[src/rtl/core/ncce_pkg.sv]
// Shared constants, codes and controller/datapath types of the concept enumerator.
`default_nettype none
package ncce_pkg;

  localparam int unsigned MAX_OBJECTS_DEF    = 32;
  localparam int unsigned MAX_ATTRIBUTES_DEF = 32;

  localparam int unsigned ROW_W   = 32;  // stored row width
  localparam int unsigned CFG_W   = 6;   // widest configuration register
  localparam int unsigned CFG_IDX_W = 1;
  localparam int unsigned IN_DATA_W  = 40;
  localparam int unsigned OUT_DATA_W = 64;

  localparam logic [CFG_IDX_W-1:0] REG_NUM_OBJECTS    = 1'b0;
  localparam logic [CFG_IDX_W-1:0] REG_NUM_ATTRIBUTES = 1'b1;

  localparam logic KIND_LOAD = 1'b0;
  localparam logic KIND_NEXT = 1'b1;

  // Commands from controller to datapath.
  typedef struct packed {
    logic scan_init;   // load position with highest object
    logic pos_dec;     // step to the next lower position
    logic close_init;  // set up candidate set, intent and extent
    logic first;       // candidate is the empty set
    logic ext_init;    // restart sweep for the extent pass
    logic sweep;       // walk the rows
    logic ext_phase;   // 0: intent pass, 1: extent pass
    logic commit;      // take closure as the next concept
    logic fail;        // emit the exhausted answer
  } cmd_t;

  // Status from datapath to controller.
  typedef struct packed {
    logic pos_in_cur;
    logic pos_zero;
    logic sweep_done;
    logic match;
    logic full;
    logic out_free;
  } status_t;

endpackage
`default_nettype wire

[src/rtl/core/ncce_ram.sv]
// Generic single-write, single-read RAM with registered read data.
`default_nettype none
module ncce_ram #(
  parameter int unsigned WIDTH = 32,
  parameter int unsigned DEPTH = 32
) (
  input  wire logic                     clk_i,
  input  wire logic                     we_i,
  input  wire logic [$clog2(DEPTH)-1:0] waddr_i,
  input  wire logic [WIDTH-1:0]         wdata_i,
  input  wire logic                     re_i,
  input  wire logic [$clog2(DEPTH)-1:0] raddr_i,
  output logic      [WIDTH-1:0]         rdata_o
);

  logic [WIDTH-1:0] mem_q [DEPTH];

  always_ff @(posedge clk_i) begin
    if (we_i) begin
      mem_q[waddr_i] <= wdata_i;
    end
    if (re_i) begin
      rdata_o <= mem_q[raddr_i];
    end
  end

endmodule
`default_nettype wire

[src/rtl/core/ncce_ctrl.sv]
// Controller state machine of the concept enumerator.
`default_nettype none
module ncce_ctrl (
  input  wire logic              clk_i,
  input  wire logic              rst_ni,
  input  wire logic              req_accept_i,
  input  wire logic              req_kind_i,
  input  wire ncce_pkg::status_t st_i,
  output ncce_pkg::cmd_t         cmd_o,
  output logic                   ready_o
);

  typedef enum logic [5:0] {
    ST_IDLE    = 6'b000001,
    ST_SCAN    = 6'b000010,
    ST_INTENT  = 6'b000100,
    ST_EXTENT  = 6'b001000,
    ST_CHECK   = 6'b010000,
    ST_EXHAUST = 6'b100000
  } state_e;

  state_e state_q, state_d;
  logic   started_q, started_d;
  logic   finished_q, finished_d;
  logic   first_q, first_d;

  assign ready_o = (state_q == ST_IDLE);

  always_comb begin
    state_d    = state_q;
    started_d  = started_q;
    finished_d = finished_q;
    first_d    = first_q;
    cmd_o      = '0;
    cmd_o.first = first_q;
    case (state_q)
      ST_IDLE: begin
        if (req_accept_i && (req_kind_i == ncce_pkg::KIND_NEXT)) begin
          if (finished_q) begin
            state_d = ST_EXHAUST;
          end else if (!started_q) begin
            first_d          = 1'b1;
            cmd_o.first      = 1'b1;
            cmd_o.close_init = 1'b1;
            state_d          = ST_INTENT;
          end else begin
            first_d         = 1'b0;
            cmd_o.scan_init = 1'b1;
            state_d         = ST_SCAN;
          end
        end
      end
      ST_SCAN: begin
        // skip positions already in the extent
        if (st_i.pos_in_cur) begin
          if (st_i.pos_zero) begin
            state_d = ST_EXHAUST;
          end else begin
            cmd_o.pos_dec = 1'b1;
          end
        end else begin
          cmd_o.close_init = 1'b1;
          state_d          = ST_INTENT;
        end
      end
      ST_INTENT: begin
        cmd_o.sweep = 1'b1;
        if (st_i.sweep_done) begin
          cmd_o.ext_init = 1'b1;
          state_d        = ST_EXTENT;
        end
      end
      ST_EXTENT: begin
        cmd_o.sweep     = 1'b1;
        cmd_o.ext_phase = 1'b1;
        if (st_i.sweep_done) begin
          state_d = ST_CHECK;
        end
      end
      ST_CHECK: begin
        if (first_q || st_i.match) begin
          if (st_i.out_free) begin
            cmd_o.commit = 1'b1;
            started_d    = 1'b1;
            finished_d   = finished_q | st_i.full;
            state_d      = ST_IDLE;
          end
        end else if (st_i.pos_zero) begin
          state_d = ST_EXHAUST;
        end else begin
          cmd_o.pos_dec = 1'b1;
          state_d       = ST_SCAN;
        end
      end
      ST_EXHAUST: begin
        if (st_i.out_free) begin
          cmd_o.fail = 1'b1;
          finished_d = 1'b1;
          state_d    = ST_IDLE;
        end
      end
      default: begin
        state_d = ST_IDLE;
      end
    endcase
  end

  always_ff @(posedge clk_i or negedge rst_ni) begin
    if (!rst_ni) begin
      state_q    <= ST_IDLE;
      started_q  <= 1'b0;
      finished_q <= 1'b0;
      first_q    <= 1'b0;
    end else begin
      state_q    <= state_d;
      started_q  <= started_d;
      finished_q <= finished_d;
      first_q    <= first_d;
    end
  end

endmodule
`default_nettype wire

[src/rtl/core/ncce_dpath.sv]
// Datapath: configuration, closure sweeps over the rows, current extent, result register.
`default_nettype none
module ncce_dpath #(
  parameter int unsigned MAX_OBJECTS    = ncce_pkg::MAX_OBJECTS_DEF,
  parameter int unsigned MAX_ATTRIBUTES = ncce_pkg::MAX_ATTRIBUTES_DEF
) (
  input  wire logic                              clk_i,
  input  wire logic                              rst_ni,
  input  wire logic                              cfg_we_i,
  input  wire logic [ncce_pkg::CFG_IDX_W-1:0]    cfg_index_i,
  input  wire logic [ncce_pkg::CFG_W-1:0]        cfg_data_i,
  input  wire ncce_pkg::cmd_t                    cmd_i,
  output ncce_pkg::status_t                      st_o,
  output logic                                   ram_re_o,
  output logic [$clog2(MAX_OBJECTS)-1:0]         ram_raddr_o,
  input  wire logic [ncce_pkg::ROW_W-1:0]        ram_rdata_i,
  input  wire logic                              out_ready_i,
  output logic                                   out_valid_o,
  output logic [31:0]                            out_extent_o,
  output logic [31:0]                            out_intent_o,
  output logic                                   out_last_o,
  output logic                                   out_exhausted_o
);

  localparam int unsigned OBJ_W  = MAX_OBJECTS;
  localparam int unsigned ATTR_W = MAX_ATTRIBUTES;
  localparam int unsigned IDX_W  = $clog2(MAX_OBJECTS);
  localparam int unsigned CNT_W  = $clog2(MAX_OBJECTS + 1);
  localparam int unsigned ACNT_W = $clog2(MAX_ATTRIBUTES + 1);
  localparam logic [CNT_W-1:0]  ObjRst  = CNT_W'(MAX_OBJECTS < 32 ? MAX_OBJECTS : 32);
  localparam logic [ACNT_W-1:0] AttrRst = ACNT_W'(MAX_ATTRIBUTES < 32 ? MAX_ATTRIBUTES : 32);
  localparam logic [ncce_pkg::CFG_W:0] MaxObjX  = (ncce_pkg::CFG_W + 1)'(MAX_OBJECTS);
  localparam logic [ncce_pkg::CFG_W:0] MaxAttrX = (ncce_pkg::CFG_W + 1)'(MAX_ATTRIBUTES);

  logic [CNT_W-1:0]  nobj_q;
  logic [ACNT_W-1:0] nattr_q;
  logic [CNT_W-1:0]  obj_cl;
  logic [ACNT_W-1:0] attr_cl;
  logic [ncce_pkg::CFG_W:0] val_x;

  logic [OBJ_W-1:0]  cur_ext_q;
  logic [OBJ_W-1:0]  omask, below, cur, lower;
  logic [ATTR_W-1:0] amask;
  logic [IDX_W-1:0]  pos_q, pos_d;
  logic [OBJ_W-1:0]  cand_q, cand_d;
  logic [ATTR_W-1:0] intent_q, intent_d;
  logic [OBJ_W-1:0]  ext_q, ext_d;
  logic [CNT_W-1:0]  j_q, j_d;
  logic              rd_vld_q;
  logic [IDX_W-1:0]  rd_j_q;
  logic              issue;
  logic [ATTR_W-1:0] row_a;

  // Clamp register writes into 1..MAX.
  always_comb begin
    val_x = {1'b0, cfg_data_i};
    if (cfg_data_i == '0) begin
      obj_cl  = CNT_W'(1);
      attr_cl = ACNT_W'(1);
    end else begin
      obj_cl  = (val_x > MaxObjX)  ? CNT_W'(MAX_OBJECTS)     : CNT_W'(cfg_data_i);
      attr_cl = (val_x > MaxAttrX) ? ACNT_W'(MAX_ATTRIBUTES) : ACNT_W'(cfg_data_i);
    end
  end

  always_ff @(posedge clk_i or negedge rst_ni) begin
    if (!rst_ni) begin
      nobj_q  <= ObjRst;
      nattr_q <= AttrRst;
    end else if (cfg_we_i) begin
      if (cfg_index_i == ncce_pkg::REG_NUM_OBJECTS) begin
        nobj_q <= obj_cl;
      end
      if (cfg_index_i == ncce_pkg::REG_NUM_ATTRIBUTES) begin
        nattr_q <= attr_cl;
      end
    end
  end

  always_comb begin
    for (int b = 0; b < int'(OBJ_W); b++) begin
      omask[b] = (b < int'(nobj_q));
      below[b] = (b < int'(pos_q));
    end
    for (int k = 0; k < int'(ATTR_W); k++) begin
      amask[k] = (k < int'(nattr_q));
    end
  end

  assign cur   = cur_ext_q & omask;
  assign lower = cur & below;
  assign row_a = ATTR_W'(ram_rdata_i);

  assign issue       = cmd_i.sweep && (j_q < nobj_q);
  assign ram_re_o    = issue;
  assign ram_raddr_o = j_q[IDX_W-1:0];

  always_comb begin
    pos_d    = pos_q;
    cand_d   = cand_q;
    intent_d = intent_q;
    ext_d    = ext_q;
    j_d      = j_q;
    if (cmd_i.scan_init) begin
      pos_d = IDX_W'(nobj_q - CNT_W'(1));
    end
    if (cmd_i.pos_dec) begin
      pos_d = pos_q - IDX_W'(1);
    end
    if (rd_vld_q) begin
      if (!cmd_i.ext_phase) begin
        if (cand_q[rd_j_q]) begin
          intent_d = intent_q & row_a;
        end
      end else if ((row_a & intent_q) == intent_q) begin
        ext_d[rd_j_q] = 1'b1;
      end
    end
    if (issue) begin
      j_d = j_q + CNT_W'(1);
    end
    if (cmd_i.close_init) begin
      cand_d   = cmd_i.first ? '0 : (lower | (OBJ_W'(1) << pos_q));
      intent_d = amask;
      ext_d    = '0;
      j_d      = '0;
    end
    if (cmd_i.ext_init) begin
      j_d = '0;
    end
  end

  always_ff @(posedge clk_i) begin
    pos_q    <= pos_d;
    cand_q   <= cand_d;
    intent_q <= intent_d;
    ext_q    <= ext_d;
    j_q      <= j_d;
    rd_j_q   <= j_q[IDX_W-1:0];
  end

  always_ff @(posedge clk_i or negedge rst_ni) begin
    if (!rst_ni) begin
      rd_vld_q  <= 1'b0;
      cur_ext_q <= '0;
    end else begin
      rd_vld_q <= issue;
      if (cmd_i.commit) begin
        cur_ext_q <= ext_q;
      end
    end
  end

  // Result register: hold until taken.
  always_ff @(posedge clk_i or negedge rst_ni) begin
    if (!rst_ni) begin
      out_valid_o <= 1'b0;
    end else if (cmd_i.commit || cmd_i.fail) begin
      out_valid_o <= 1'b1;
    end else if (out_ready_i) begin
      out_valid_o <= 1'b0;
    end
  end

  always_ff @(posedge clk_i) begin
    if (cmd_i.commit) begin
      out_extent_o    <= 32'(ext_q);
      out_intent_o    <= 32'(intent_q);
      out_last_o      <= (ext_q == omask);
      out_exhausted_o <= 1'b0;
    end else if (cmd_i.fail) begin
      out_extent_o    <= '0;
      out_intent_o    <= '0;
      out_last_o      <= 1'b0;
      out_exhausted_o <= 1'b1;
    end
  end

  always_comb begin
    st_o            = '0;
    st_o.pos_in_cur = cur[pos_q];
    st_o.pos_zero   = (pos_q == '0);
    st_o.sweep_done = (j_q == nobj_q) && !rd_vld_q;
    st_o.match      = ((ext_q & below) == lower);
    st_o.full       = (ext_q == omask);
    st_o.out_free   = !out_valid_o || out_ready_i;
  end

endmodule
`default_nettype wire

[src/rtl/core/next_closure_concept_enumerator_top.sv]
// Top level of the next-closure formal concept enumerator.
//
//  Port group  Dir  Carries
//  s_axis_*    in   requests: tuser = kind, tdata = row_index, row_bits
//  m_axis_*    out  concepts: tdata = extent, intent_bits; tlast = is_last;
//                   tuser = exhausted
//  cfg_*       in   register writes: num_objects, num_attributes
//
// A load's row is written into the row RAM on acceptance.
// A next request closes one candidate set per tried position: each closure is
// two sweeps over the row RAM at one read a cycle, followed by a check, and
// the scan state steps past each position already in the current extent.
// Reset clears the enumeration state and sets both registers to 32 (clamped).
// The result register frees the input side; a request that finds it still
// occupied waits at the end of its search until the result is taken.
`default_nettype none
module next_closure_concept_enumerator_top #(
  parameter int unsigned MAX_OBJECTS    = ncce_pkg::MAX_OBJECTS_DEF,
  parameter int unsigned MAX_ATTRIBUTES = ncce_pkg::MAX_ATTRIBUTES_DEF
) (
  input  wire logic                               clk_i,
  input  wire logic                               rst_ni,
  input  wire logic                               s_axis_tvalid,
  output logic                                    s_axis_tready,
  input  wire logic [ncce_pkg::IN_DATA_W-1:0]     s_axis_tdata,  // row_index[4:0], row_bits[36:5]
  input  wire logic                               s_axis_tuser,  // kind
  output logic                                    m_axis_tvalid,
  input  wire logic                               m_axis_tready,
  output logic [ncce_pkg::OUT_DATA_W-1:0]         m_axis_tdata,  // extent[31:0], intent_bits[63:32]
  output logic                                    m_axis_tlast,
  output logic                                    m_axis_tuser,  // exhausted
  input  wire logic                               cfg_we_i,
  input  wire logic [ncce_pkg::CFG_IDX_W-1:0]     cfg_index_i,
  input  wire logic [ncce_pkg::CFG_W-1:0]         cfg_data_i
);

  localparam int unsigned IDX_W = $clog2(MAX_OBJECTS);

  ncce_pkg::cmd_t    cmd;
  ncce_pkg::status_t st;
  logic                         accept;
  logic [4:0]                   row_index;
  logic [ncce_pkg::ROW_W-1:0]   row_bits;
  logic                         ram_we;
  logic                         ram_re;
  logic [IDX_W-1:0]             ram_raddr;
  logic [ncce_pkg::ROW_W-1:0]   ram_rdata;
  logic [31:0]                  out_extent;
  logic [31:0]                  out_intent;

  assign accept    = s_axis_tvalid && s_axis_tready;
  assign row_index = s_axis_tdata[4:0];
  assign row_bits  = s_axis_tdata[36:5];
  // drop loads beyond the row store
  assign ram_we    = accept && (s_axis_tuser == ncce_pkg::KIND_LOAD)
                     && (32'(row_index) < MAX_OBJECTS);

  ncce_ram #(
    .WIDTH (ncce_pkg::ROW_W),
    .DEPTH (MAX_OBJECTS)
  ) u_rows (
    .clk_i   (clk_i),
    .we_i    (ram_we),
    .waddr_i (IDX_W'(row_index)),
    .wdata_i (row_bits),
    .re_i    (ram_re),
    .raddr_i (ram_raddr),
    .rdata_o (ram_rdata)
  );

  ncce_ctrl u_ctrl (
    .clk_i        (clk_i),
    .rst_ni       (rst_ni),
    .req_accept_i (accept),
    .req_kind_i   (s_axis_tuser),
    .st_i         (st),
    .cmd_o        (cmd),
    .ready_o      (s_axis_tready)
  );

  ncce_dpath #(
    .MAX_OBJECTS    (MAX_OBJECTS),
    .MAX_ATTRIBUTES (MAX_ATTRIBUTES)
  ) u_dpath (
    .clk_i           (clk_i),
    .rst_ni          (rst_ni),
    .cfg_we_i        (cfg_we_i),
    .cfg_index_i     (cfg_index_i),
    .cfg_data_i      (cfg_data_i),
    .cmd_i           (cmd),
    .st_o            (st),
    .ram_re_o        (ram_re),
    .ram_raddr_o     (ram_raddr),
    .ram_rdata_i     (ram_rdata),
    .out_ready_i     (m_axis_tready),
    .out_valid_o     (m_axis_tvalid),
    .out_extent_o    (out_extent),
    .out_intent_o    (out_intent),
    .out_last_o      (m_axis_tlast),
    .out_exhausted_o (m_axis_tuser)
  );

  assign m_axis_tdata = {out_intent, out_extent};

endmodule
`default_nettype wire
[config.mk]
export PLATFORM = sky130hd
export DESIGN_NAME = next_closure_concept_enumerator_top
export DESIGN_NICKNAME = d
export VERILOG_FILES = /design/src/rtl/core/ncce_pkg.sv /design/src/rtl/core/ncce_ram.sv /design/src/rtl/core/ncce_ctrl.sv /design/src/rtl/core/ncce_dpath.sv /design/src/rtl/core/next_closure_concept_enumerator_top.sv
export SDC_FILE = /design/constraint.sdc
export NUM_CORES = 2
export LEC_CHECK = 0
export BUFFER_PORTS_ARGS = -buffer_cell sky130_fd_sc_hd__buf_4
export CAP_MARGIN = 15
export CORE_ASPECT_RATIO = 1.25
export CORE_MARGIN = 3
export CORE_UTILIZATION = 40
export DETAILED_ROUTE_END_ITERATION = 8
export GPL_TIMING_DRIVEN = 0
export PLACE_DENSITY = 0.55
export SYNTH_ARGS = -nofsm -noshare
export SYNTH_HDL_FRONTEND = slang
export SYNTH_SLANG_ARGS = --single-unit
export TNS_END_PERCENT = 5
[constraint.sdc]
create_clock -name clk_i -period 8.2 [get_ports clk_i]
set_input_delay 0.41 -clock clk_i [delete_from_list [all_inputs] [get_ports clk_i]]
set_output_delay 0.41 -clock clk_i [all_outputs]
set_load 0.01 [all_outputs]
==> out/results.txt <==
PortBufs: 117
DR pass1 iterations: 5
commonest non-fill, non-tap cell in the layout: edfxtp_1
GP Congestion: 0.930
Core Region: 129000 µm²
r2r worst-path depth: 15
yosys warns: 0
Most used DFF post-synth: edfxtp_1
critical path's largest stage delay: 690 ps
post-CTS setup buffer count: 0
Final WS setup: 1190 ps
initial antenna violation count: 5
final hold vios: 0
number of max-cap violations: 0
Final HPWL DP: 108000 µm
worst reg2reg path endpoint: u_dpath.intent_q[24]
clock root cell: clkbuf_16
status: finished, final reports clean
GR Util All Layers: 0.231
Residual DRC: 0
worst-skew pair later-pin latency: 780 ps
via count: 28.1k
flop2flop setup slack: 1190 ps
clock sinks: 1289
Clk pwr share: 0.364
Clock Path Buffers: 3
peak supply drop: 182 µV
final worst clock skew: 28.6 ps
Mapped Cells: 2815
clk slew on worst S/H paths: 60 ps
Synth top area share: 0.683
reg2reg start: u_dpath.nobj_q[1]
Worst-Margin Slew: 1200 ps
vias in the first global route: 29.3k
sequence of cells on the critical path: buf_1 -> inv_1 -> ha_1 -> clkbuf_2 -> nor2b_1 -> o311a_1 -> nand3_1 -> a31oi_1 -> or4_1 -> a221oi_1 -> a21oi_1 -> clkbuf_1 -> clkbuf_1 -> nand2_1 -> buf_16
pre-CTS setup slack: 1100 ps
layout cells sized above 1: 0.259
CP Launch Type: flip-flop
Sw Pwr: 0.00446 W
Pint: 0.0122 W
Starting Density: 0.405
CP Launch Point: u_dpath.nobj_q[1]
Worst Path Buf+Inv: 6
post-synthesis sequential area ratio: 0.726
CTS resizes: 0
Crit. End Element: flip-flop
Synth cell types: 75
final antenna-violating net count: 0
Crit path required time: 8710 ps
CTS H-tree lvls: 4
setup TNS: 0 ps
Sw Ratio: 0.268
Mapped Nets: 2882
min-delay worst type: in2reg
critical-path maximum fanout: 18
Stages on worst setup path: 15
delay-heaviest family, CP: buffers and inverters
register area: 38000 µm²
DRT Wirelength: 154000 µm
num rows: 147
register bit total from synthesis: 1289
first-pass GRT wire length: 218000 µm
area of the multi-input gates: 13800 µm²
Ports: 121
pwr dens: 272 nW/µm²
area grow syn2layout: 17.0%
Yosys top cell by area: edfxtp_1
worst setup path endpoint: u_dpath.intent_q[24]
most used cell, CP: clkbuf_1
Netlist Area Pre-Place: 52300 µm²
grt ovf: 0
Syn Area/Cell: 18.6 µm²
unrepaired setup endpoints after global routing: false
Initial DRC Count: 2561
CTS tree: done
Nets: 3213
fin. max-slew vios: 0
DIE WIDTH: 330 µm
EDFF count, synth: 1190
fin crit share: 0.855
total CTS buffers: 135
Gate power share: 0.187
Seq pwr share: 0.449
largest net degree at the start of global routing: 56
DR WL/cell: 31.1 µm
commonest non-fill, non-tap cells in the layout: edfxtp_1, mux4_2, nor2_1, clkbuf_16, clkbuf_1
Synth async-reset ratio: 0.0427
highest-delay cell along the critical path: nand2_1
Relative slew margins: 0.199
top cells by area, synth: edfxtp_1, mux4_2, dfrtp_1
Die ar.: 135000 µm²
final setup fails: 0
fill cell count: 10.9k
vias per cell: 5.66
min cycle time layout: 7010 ps
fmax: 0.143 GHz
Arr. time, crit path: 7520 ps
static leakage: 19.6 nW
Critical Setup Path Class: reg2reg
Die Ht: 410 µm
-- how the worst min path moves through the flow --
stage,end,startpoint,slack (ps),cells after the start
after floorplan,u_ctrl.finished_q,rst_ni,110,0
after global placement,u_dpath.rd_j_q[0],u_dpath.j_q[0],380,0
after detailed placement,u_dpath.rd_j_q[0],u_dpath.j_q[0],380,0
after CTS,u_rows.mem_q[22][25],s_axis_tdata[30],0.02,1
after global routing,u_rows.mem_q[1][17],s_axis_tdata[22],30,1
final,u_rows.mem_q[8][19],s_axis_tdata[24],60,1
-- state kept, by name, indices dropped and copies added (netlist names) --
| name | count |
|---|---|
| u_dpath.rd_j_q | 5 |
| u_dpath.intent_q | 32 |
| u_rows.mem_q | 1024 |
| u_dpath.out_exhausted_o | 1 |
| u_dpath.nattr_q | 6 |
| u_dpath.nobj_q | 6 |
| u_ctrl.first_q | 1 |
| u_dpath.ext_q | 32 |
| u_dpath.out_last_o | 1 |
| u_dpath.j_q | 6 |
| u_dpath.cur_ext_q | 32 |
| u_dpath.rd_vld_q | 1 |
| u_ctrl.state_q | 6 |
| u_dpath.out_extent_o | 32 |
| u_dpath.out_valid_o | 1 |
| u_ctrl.started_q | 1 |
| u_rows.rdata_o | 32 |
| u_dpath.cand_q | 32 |
| u_ctrl.finished_q | 1 |
| u_dpath.pos_q | 5 |
| u_dpath.out_intent_o | 32 |
-- synth_stat cells, types with 5 or more instances --
library cell,n
nor4_1,19
nor2b_1,35
o21a_1,6
nand2b_1,19
nand2_1,93
mux4_2,329
a22o_1,5
nand4_1,11
buf_2,15
or2_2,8
inv_1,23
o22ai_1,6
nand3b_1,6
mux2i_1,11
nor3_1,30
edfxtp_1,1190
or3_1,10
a21o_1,5
and2_1,70
xor2_1,27
clkbuf_1,101
o32ai_1,6
mux2_2,67
nor3b_1,7
o21ai_1,5
buf_1,43
ha_1,14
or4_1,6
nor2_1,171
a21oi_1,86
o211ai_1,8
dfxtp_1,44
a22oi_1,16
nand3_1,56
and3_1,10
xnor2_1,18
a31oi_1,16
dfrtp_1,52
and3b_1,5
o21ai_0,91
buf_6,7
-- power groups by stage --
stage | sequential [W] | clock [W] | combinational, W
6_report | 0.00748 | 0.00606 | 0.00312
5_1_grt | 0.00749 | 0.00643 | 0.00331
4_1_cts | 0.00748 | 0.00618 | 0.00316
3_5_place_dp | 0.00762 | 0 | 0.00314
3_3_place_gp | 0.00763 | 0 | 0.00301
2_1_floorplan | 0.00757 | 0 | 0.00188
-- metrics by stage --
step	utilization	hold WS [ps]	area (µm²)	power [W]	instances
floorplan	-	114	52300	0.00944	2815
global placement	0.429	376	55300	0.0106	4645
detailed placement	0.438	381	56500	0.0108	4692
CTS	0.473	0.0200	61100	0.0168	4961
global route	0.474	26.0	61200	0.0172	4970
finish	0.474	60.5	61200	0.0167	4970
-- area by class of cell --
type / count / area share
diodes: 1 / 0.0000409
plain buffers: 171 / 0.0118
clock buffers: 166 / 0.0583
clock inverters: 81 / 0.0130
inverters: 27 / 0.00165
multi-input cells: 1328 / 0.225
flip-flops and latches: 1289 / 0.620
well taps: 1713 / 0.0350
repair buffers: 194 / 0.0347
-- timing repair --
| action | CTS | global route |
|---|---|---|
| hold buffers | 22 | 0 |
| endpoints found under the setup margin | 0 | 0 |
| endpoints found under the hold margin | 391 | 0 |
-- metal layers --
layer  vias up  track usage  part of all wire  wire (µm)
met5         -            0                 0          0
met4         0       0.0790             0.033       5110
met3       220       0.0356             0.047       7300
met2       894        0.406              0.52      80900
met1     15000        0.291              0.40      61000
li1      12000            -                 -          -
-- worst reg2reg max path: cells and delay by family, from the launching register on --
kind | cells | cell delay [ps]
flip-flops | 1 | 630
AND/OR/NAND/NOR | 4 | 1680
adder cells (fa/ha/maj) | 1 | 310
buffers and inverters | 6 | 2800
AO/OA/AOI/OAI | 4 | 1330
-- cell families (layout without fill, tap and decap cells) --
group / after synthesis / in the layout / synth area share
other: 0 / 1 / 0
and+or+nand+nor: 566 / 566 / 0.0543
buffers and inverters: 198 / 639 / 0.0157
adders and majority gates: 14 / 14 / 0.00335
xor gates and xnor gates: 45 / 45 / 0.00753
DFF: 1289 / 1289 / 0.726
AOI/OAI and AO/OA: 296 / 296 / 0.0349
muxes: 407 / 407 / 0.158
(Power assumes the default switching activity.)
